[config.mk]
export PLATFORM = sky130hd
export DESIGN_NAME = lru_order_list
export DESIGN_NICKNAME = d
export VERILOG_FILES = /design/src/rtl/lruol_pkg.sv /design/src/rtl/lru_order_list.sv
export SDC_FILE = /design/constraint.sdc
export NUM_CORES = 1
export LEC_CHECK = 0
export BUFFER_PORTS_ARGS = -buffer_cell sky130_fd_sc_hd__buf_4
export CORE_UTILIZATION = 39
export DETAILED_ROUTE_END_ITERATION = 8
export PLACE_DENSITY_LB_ADDON = 0.3
export REMOVE_ABC_BUFFERS = 1
export SYNTH_ARGS = -nofsm -noshare
export SYNTH_HDL_FRONTEND = slang
export SYNTH_SLANG_ARGS = --single-unit
export TNS_END_PERCENT = 100
[constraint.sdc]
create_clock -name clk -period 5.23 [get_ports clk]
set_input_delay 0 -clock clk [delete_from_list [all_inputs] [get_ports clk]]
set_output_delay 0 -clock clk [all_outputs]
set_load 0.05 [all_outputs]
[src/rtl/lruol_pkg.sv]
// ---------------------------------------------------------------------------
// lruol_pkg: shared constants for the LRU order list
// Operation codes, fixed field widths and the default list size.
// ---------------------------------------------------------------------------
package lruol_pkg;

	// fixed payload widths
	localparam int OP_W  = 2;
	localparam int POS_W = 6;

	// default number of tracked positions
	localparam int DEF_ENTRIES = 64;

	// operation codes
	localparam logic [OP_W-1:0] OP_EXTRACT = 2'd0;
	localparam logic [OP_W-1:0] OP_POP     = 2'd1;
	localparam logic [OP_W-1:0] OP_PUSH    = 2'd2;

endpackage

[src/rtl/lru_order_list.sv]
// ---------------------------------------------------------------------------
// lru_order_list: least-recently-used order over a set of positions
// Circular doubly linked ring in two synchronous link memories (next, prev)
// plus a head register pointing at the LRU position. Supports extract,
// pop of the LRU head and push of a position as MRU.
// ---------------------------------------------------------------------------
//
//  channel | signals                              | direction
//  --------+--------------------------------------+----------
//  in      | in_valid, in_ready, operation,       | into block
//          | position                             |
//  out     | out_valid, out_ready,                | out of block
//          | result_position                      |
//
// Each item starts with a link memory read; extract and pop then write back
// in ST_UNLINK, push in ST_PUSH_A and ST_PUSH_B (two writes to each memory),
// and unused / out-of-range ops go through ST_NOP without a write-back.
// After reset an init sweep writes the ring with in_ready low.
// One result register: a new beat is taken while a result waits; the final
// write-back cycle stalls until the result register is free.
// ---------------------------------------------------------------------------
module lru_order_list
	import lruol_pkg::*;
#(
	parameter int ENTRIES = DEF_ENTRIES
) (
	input  logic             clk,
	input  logic             arst_n,
	input  logic             in_valid,
	output logic             in_ready,
	input  logic [OP_W-1:0]  operation,
	input  logic [POS_W-1:0] position,
	output logic             out_valid,
	input  logic             out_ready,
	output logic [POS_W-1:0] result_position
);

	localparam int IW = $clog2(ENTRIES);
	localparam int CW = ((IW > POS_W) ? IW : POS_W) + 1;
	localparam logic [IW-1:0] LAST = IW'(ENTRIES - 1);
	localparam logic [CW-1:0] ENTRIES_C = CW'(ENTRIES);

	// sequencer state codes
	localparam logic [2:0] ST_INIT   = 3'd0;
	localparam logic [2:0] ST_IDLE   = 3'd1;
	localparam logic [2:0] ST_NOP    = 3'd2;
	localparam logic [2:0] ST_UNLINK = 3'd3;
	localparam logic [2:0] ST_PUSH_A = 3'd4;
	localparam logic [2:0] ST_PUSH_B = 3'd5;

	// link memories
	logic [IW-1:0] nxt_mem [ENTRIES];
	logic [IW-1:0] prv_mem [ENTRIES];

	logic [2:0]       state_q, state_d;
	logic [IW-1:0]    init_q;
	logic [IW-1:0]    head_q, head_d;
	logic [IW-1:0]    pos_q;
	logic             pop_q;
	logic             out_valid_q;
	logic [POS_W-1:0] result_q, result_d;

	logic             accept, rd_en, done, out_free, pos_ok;
	logic [CW-1:0]    pos_ext;
	logic [IW-1:0]    pos_idx, tgt, nxt_ra, prv_ra, nxt_rd, prv_rd;
	logic             nxt_we, prv_we;
	logic [IW-1:0]    nxt_wa, nxt_wd, prv_wa, prv_wd, new_head;
	logic [CW-1:0]    res_ext;

	assign in_ready        = (state_q == ST_IDLE);
	assign accept          = in_valid && in_ready;
	assign out_free        = !out_valid_q || out_ready;
	assign out_valid       = out_valid_q;
	assign result_position = result_q;

	// decode the incoming position
	assign pos_ext = CW'(position);
	assign pos_ok  = pos_ext < ENTRIES_C;
	assign pos_idx = pos_ext[IW-1:0];
	assign tgt     = (operation == OP_POP) ? head_q : pos_idx;

	// read addresses: push needs prev of head, unlink needs both links of target
	assign rd_en  = accept;
	assign nxt_ra = tgt;
	assign prv_ra = (operation == OP_PUSH) ? head_q : tgt;

	// head after an unlink
	assign new_head = (pos_q == head_q) ? nxt_rd : head_q;

	// write-back and sequencing
	always_comb begin
		state_d  = state_q;
		head_d   = head_q;
		done     = 1'b0;
		nxt_we   = 1'b0;
		prv_we   = 1'b0;
		nxt_wa   = init_q;
		nxt_wd   = (init_q == LAST) ? '0 : init_q + 1'b1;
		prv_wa   = init_q;
		prv_wd   = (init_q == '0) ? LAST : init_q - 1'b1;
		res_ext  = CW'(head_q);
		unique case (state_q)
			ST_INIT: begin
				nxt_we = 1'b1;
				prv_we = 1'b1;
				if (init_q == LAST) state_d = ST_IDLE;
			end
			ST_IDLE: begin
				if (accept) begin
					if (operation == OP_POP) state_d = ST_UNLINK;
					else if (operation == OP_EXTRACT && pos_ok) state_d = ST_UNLINK;
					else if (operation == OP_PUSH && pos_ok) state_d = ST_PUSH_A;
					else state_d = ST_NOP;
				end
			end
			ST_NOP: begin
				if (out_free) begin
					done    = 1'b1;
					state_d = ST_IDLE;
				end
			end
			ST_UNLINK: begin
				// next[prev] = next, prev[next] = prev
				nxt_wa  = prv_rd;
				nxt_wd  = nxt_rd;
				prv_wa  = nxt_rd;
				prv_wd  = prv_rd;
				res_ext = pop_q ? CW'(pos_q) : CW'(new_head);
				if (out_free) begin
					nxt_we  = 1'b1;
					prv_we  = 1'b1;
					head_d  = new_head;
					done    = 1'b1;
					state_d = ST_IDLE;
				end
			end
			ST_PUSH_A: begin
				// next[old_mru] = pos, prev[pos] = old_mru
				nxt_wa  = prv_rd;
				nxt_wd  = pos_q;
				prv_wa  = pos_q;
				prv_wd  = prv_rd;
				nxt_we  = 1'b1;
				prv_we  = 1'b1;
				state_d = ST_PUSH_B;
			end
			ST_PUSH_B: begin
				// next[pos] = head, prev[head] = pos (later writes win)
				nxt_wa = pos_q;
				nxt_wd = head_q;
				prv_wa = head_q;
				prv_wd = pos_q;
				if (out_free) begin
					nxt_we  = 1'b1;
					prv_we  = 1'b1;
					done    = 1'b1;
					state_d = ST_IDLE;
				end
			end
			default: begin
				state_d = ST_IDLE;
			end
		endcase
		result_d = res_ext[POS_W-1:0];
	end

	// link memories, registered read
	always_ff @(posedge clk) begin
		if (nxt_we) nxt_mem[nxt_wa] <= nxt_wd;
		if (rd_en) nxt_rd <= nxt_mem[nxt_ra];
	end

	always_ff @(posedge clk) begin
		if (prv_we) prv_mem[prv_wa] <= prv_wd;
		if (rd_en) prv_rd <= prv_mem[prv_ra];
	end

	// control registers
	always_ff @(posedge clk or negedge arst_n) begin
		if (!arst_n) begin
			state_q     <= ST_INIT;
			init_q      <= '0;
			head_q      <= '0;
			out_valid_q <= 1'b0;
		end else begin
			state_q     <= state_d;
			head_q      <= head_d;
			out_valid_q <= done || (out_valid_q && !out_ready);
			if (state_q == ST_INIT) init_q <= init_q + 1'b1;
		end
	end

	// item and result payload
	always_ff @(posedge clk) begin
		if (accept) begin
			pos_q <= tgt;
			pop_q <= (operation == OP_POP);
		end
		if (done) result_q <= result_d;
	end

	// link memories are never written while waiting for a beat
	assert property (@(posedge clk) disable iff (!arst_n)
		(state_q == ST_IDLE) |-> (!nxt_we && !prv_we))
		else $error("link write while idle");

	// a result is only produced into a free result register
	assert property (@(posedge clk) disable iff (!arst_n)
		done |-> out_free)
		else $error("result register overrun");

	// head always names a valid position
	assert property (@(posedge clk) disable iff (!arst_n)
		CW'(head_q) < ENTRIES_C)
		else $error("head out of range");

	// push never moves the head
	assert property (@(posedge clk) disable iff (!arst_n)
		(state_q == ST_PUSH_B && done) |=> $stable(head_q))
		else $error("push changed head");

endmodule
## Word level (Yosys, flattened, before mapping)

Memories as Yosys holds them, arrays and structs flattened. A register that Yosys moved wholly into a read port is not among the register bits.
Index checks and enable logic that the tools add are counted.
Widths: inputs -> output; s select.

- Flip-flop bits (word level): 29
- RAM bits: 768
- Bits of input ports: 12
- Output and inout port bits: 8
- Memories: 2

Memory list:

| memory | words | width | read ports | clocked after Yosys merged registers in | wr ports | line | source |
|---|---|---|---|---|---|---|---|
| nxt_mem | 64 | 6 | 1 | 1 | 1 | lru_order_list.sv:52 | `logic [IW-1:0] nxt_mem [ENTRIES];` |
| prv_mem | 64 | 6 | 1 | 1 | 1 | lru_order_list.sv:53 | `logic [IW-1:0] prv_mem [ENTRIES];` |

- Add/subtract/negate cells: 2
- Magnitude comparators: 1
- Eq/ne operators: 12
- Muxes and demuxes: 23
- Reductions and logical operators: 17

Operator list:

| cell | count |
|---|---|
| $mux 6 | 7 |
| $pmux 6 s3 | 2 |
| $pmux 6 s2 | 2 |
| $mux 3 | 6 |
| $pmux 3 s4 | 1 |
| $lt 6x7->1 const B | 1 |
| $add 6x1->6 const B | 1 |
| $eq 3x2->1 const B | 2 |
| $eq 3x3->1 const B | 2 |
| $eq 6x6->1 | 1 |
| $eq 6x6->1 const B | 1 |
| $logic_not 6->1 | 1 |
| $reduce_or 2->1 | 3 |
| $sub 6x1->6 const B | 1 |
| $logic_and 1x1->1 | 4 |
| $mux 1 | 4 |
| $ne 2x1->1 const B | 2 |
| $eq 3x1->1 const B | 1 |
| $logic_not 3->1 | 1 |
| $reduce_and 3->1 | 1 |
| $reduce_or 3->1 | 1 |
| $eq 2x1->1 const B | 1 |
| $eq 2x2->1 const B | 1 |
| $logic_not 1->1 | 2 |
| other kinds (5) | 6 |

## Depth between registers and ports, before layout

- Depth after elaboration: 7
- Gate-level depth with buffers: 12
- Depth with buffers taken out: 8

## Least setup slack after synthesis

OpenSTA, ideal clock, no wires.

- Path kind: flip-flop to flip-flop
- From: register state_q[1]
- To: memory prv_mem[0][5] in the netlist's numbering, data pin
- Setup time: 723 ps
- Arrival: 3786 ps
- Required time: 4507 ps
- Path slack: 721 ps
- Cell stages (with the launch flop): 7
- Buffers on the path: 3
- Period minus slack after synthesis: 4509 ps
- Path through: dfrtp_1 -> clkbuf_1 -> nor2b_1 -> nor2_1 -> clkbuf_1 -> clkbuf_1 -> a21boi_0

- Longest elaborated chain between the ends: 3
- Elaborated cells between the ends (all ways): 5
- Those cells by class: 3 x eq/ne; 1 x mux; 1 x reduce/logical

RTL lines:

| item | line | source |
|---|---|---|
| start: declaration | lru_order_list.sv:55 | `logic [2:0] state_q, state_d;` |
| start signal: assignment | lru_order_list.sv:186 | `state_q <= state_d;` |
| $eq 3x2->1 / $eq 3x3->1 (equally long branches) | lru_order_list.sv:102 | `unique case (state_q)` |
| $reduce_or 2->1 (no source line) | - |  |
| $pmux 6 s2 * | lru_order_list.sv:102 |  |
| via prv_wd[5] | lru_order_list.sv:67 | `logic [IW-1:0] nxt_wa, nxt_wd, prv_wa, prv_wd, new_head;` |
| end: declaration | lru_order_list.sv:53 |  |

Mark *: on every way through the listed nets, which the timed path passes. The rest lies on a longest branch.

## Final worst setup path

- From: input port operation[1]
- To: register nxt_rd[5], read port of nxt_mem, data pin

- Longest elaborated chain between the ends: 2

RTL lines:

| item | line | source |
|---|---|---|
| start: declaration | lru_order_list.sv:31 | `input logic [OP_W-1:0] operation,` |
| $eq 2x1->1 | lru_order_list.sv:80 | `assign tgt = (operation == OP_POP) ? head_q : pos_idx;` |
| $mux 6 | lru_order_list.sv:80 |  |
| end: declaration | lru_order_list.sv:65 | `logic [IW-1:0] pos_idx, tgt, nxt_ra, prv_ra, nxt_rd, prv_rd;` |

Every way passes these cells.
A chain may end at the register's enable or synchronous reset.

==> impl_metrics.yaml <==
pwr:
  vdd_drop_max_v: 0.000611
  design_power_total_w: 0.0213
  p_per_area_nw_per_um2: 570
  cellLeakagePower_nw: 12.5
critical_path:
  slowest_stage: "a2111oi_0"
  criticalPathCategory: "primary input to flop"
  r2r_cells: 6
  crit_path_start: "operation[1]"
  cp-start-kind: "primary input"
  critPathBufInv: 3
  required_ps: 5560
  reg2reg_slack_ps: 1310
  path_cells: "dlygate4sd3_1 -> buf_4 -> nand2b_1 -> mux2i_4 -> buf_12 -> mux4_1 -> a2111oi_0 -> a22o_1 -> a221oi_1"
  path_max_fanout: 161
  worst-path-stages: 9
  arrival_ps: 4560
  worst_setup_path_end_kind: "flop"
  endpoint: "nxt_rd[5]"
  max_stage_delay_ps: 940
  r2r-end: "nxt_rd[5]"
  cp_top_family: "buffers and inverters"
  worstReg2RegStart: "head_q[1]"
synthesis:
  yosys.area_share.simple: 0.120
  synth_cell_types: 65
  synth.area.top_cells: "edfxtp_1 (71%), nand2_1 (6.2%), mux2i_1 (3.5%)"
  yosysSeqAreaShare: 0.726
  synth_ff_type: "edfxtp_1"
  syn_avg_cell_area_um2: 14.0
  synthAdderAreaFrac: 0.00113
  synth_area_um2: 33300
  ys_ff_latch: 809
  synth_top_area_cell: "edfxtp_1"
  synth_compound_area_frac: 0.0644
  synth_top_family_by_area: "simple AND/OR/NAND/NOR gates"
  synth_xor_area_frac: 0.00570
  synth_mux_area_frac: 0.0590
  synth_top_area_frac: 0.714
  synth_edf_count: 793
  syn_inst: 2382
  ys.warnings.count: 0
  synthArstFlopShare: 0.0198
routing:
  drtIter0Drc: 2125
  finalWirelength_um: 86900
  drt-pass1-iter-count: 5
  wire_per_inst_um: 24.1
  vias: 20366
  viasPerCell: 5.66
  drc: 0
  drtAntennaViolNets: 0
sta:
  maxSlewViolCount: 0
  rsz0062_at_grt: "no"
  fmax_ghz: 0.236
  setup-violations-final: 0
  maxSlewHeadroom: 0.0948
  worstMarginPinSlew_ps: 1360
  fin_crit_sh: 0.809
  holdWs_ps: 7.39
  hold_viol_final: 0
  tns_ps: 0
  post-route-min-period_ps: 4230
  skew_ps: 33.8
floorplanning:
  die-height_um: 294
  core-area_um2: 84100
  start_util: 0.396
  io-pin-count: 20
  rows: 106
  die_w_um: 294
  die_area_um2: 86700
placed_design:
  place_congestion: 0.883
  io_buffer_count: 19
  place_inst: 3438
  dp_hpwl_um: 54000
final_layout:
  fin_nets: 2414
  area_delta_synth_final_pct: 12.0
  final_util: 0.444
  drive_above_1_share: 0.0885
  final_cells: 3601
cts:
  cts_resized: 0
  cts.sinks: 809
  cts_made_buffers: 84
  clock_path_buffers: 3
  cts_tree: "yes"
  path_clk_slew_ps: 60
  root_buffer: "clkbuf_16"
  clk_latency_ps: 640
  htree_levels: 3
hold_path:
  worst_hold_path_type: "primary input to flop"
grt:
  grt_pass1_vias: 19892
  overflow: 0
  grt_start_max_net_pins: 162
  grt_pass1_wl_um: 131000
  antenna_found_initial: 5
  grt_use_total: 0.202
status:
  status: "completed"
run:
  maxCapViolCount: 0
where the power goes:
part	switching [W]	total, W	internal (W)
logic	0.00455	0.00584	0.00129
registers	0.000344	0.00961	0.00927
clock network	0.00247	0.00582	0.00335
sequential cells by signal, indices dropped and copies added (netlist names):
register / count
head_q: 6
init_q: 6
nxt_mem: 384
nxt_rd: 6
out_valid: 1
pop_q: 1
pos_q: 6
prv_mem: 384
prv_rd: 6
result_position: 6
state_q: 3
area by class of cell:
class | count | area [um2]
inverters | 8 | 32.5
flip-flops and latches | 809 | 24200
well taps | 1134 | 1420
clock inverters | 44 | 469
repair buffers | 62 | 526
multi-input cells | 1434 | 8460
clock buffers | 106 | 2210
fillers | 7456 | 46800
diodes | 4 | 10.0
worst register-to-register path: cells and delay by family (launching register included):
kind               cells  cell delay (ps)
AOI/OAI and AO/OA      4             1390
muxes                  1              670
and+or+nand+nor        1              830
DFF                    1              720
placed cells by master, fill, tap and decap left out, drive strengths merged, types with 21 or more instances in the layout:
cell type	n
a311oi	38
clkbuf	106
a21oi	72
clkinv	31
and3	45
a31oi	34
edfxtp	793
nand3	87
mux4	26
o221ai	21
buf	53
mux2i	119
nor4	21
o22ai	39
nand2	552
nand2b	21
nor2	172
through the flow:
step	instance area, um2	setup slack (ps)
floorplan	32600	-5280
global placement	34600	1030
detailed placement	34600	930
CTS	37300	996
global route	37300	819
finish	37300	1000
what timing repair did:
item                                   4_1_cts  5_1_grt
setup buffers                                0        0
hold buffers                                 9        0
endpoints found under the hold margin       22        0
cell families after synthesis:
group / count (synthesis)
adder cells (fa/ha/maj): 3
AND/OR/NAND/NOR: 945
AO/OA/AOI/OAI: 308
XOR/XNOR: 20
buffers and inverters: 139
flip-flops: 809
multiplexers: 158
synthesized netlist by cell type (all sizes together) (4+ instances only):
cell type  instances
edfxtp           793
nand2            552
nor2             172
mux2i            119
nand3             87
buf               83
a21oi             72
clkbuf            48
and3              45
o22ai             39
a311oi            38
a31oi             34
mux4              26
nand2b            21
nor4              21
o221ai            21
a2111oi           20
o21ai             20
dfrtp             16
nand4             14
a32oi             13
mux2              13
xnor2             11
nor2b              9
nor3               9
xor2               9
a211oi             8
inv                8
a21o               7
a22o               7
a221oi             6
nand3b             4
o211ai             4
o21a               4
or4                4
worst min-delay path by stage:
| stage | startpoint | depth (start not counted) | to | slack, ps |
|---|---|---|---|---|
| detailed placement | arst_n | 1 | out_valid | -110 |
| global placement | arst_n | 1 | out_valid | -110 |
| finish | out_ready | 3 | out_valid | 7 |
| global route | position[3] | 4 | pos_q[3] | 60 |
| floorplan | arst_n | 0 | head_q[0] | -300 |
| CTS | out_ready | 3 | out_valid | 9 |
layer usage:
layer	wire length, um	global-route usage	up-vias
li1	-	-	9057
met1	35800	0.277	10220
met2	41400	0.326	910
met3	6880	0.0347	173
met4	2680	0.0658	6
met5	47	0	-
Power figures use the tool's default switching activity.
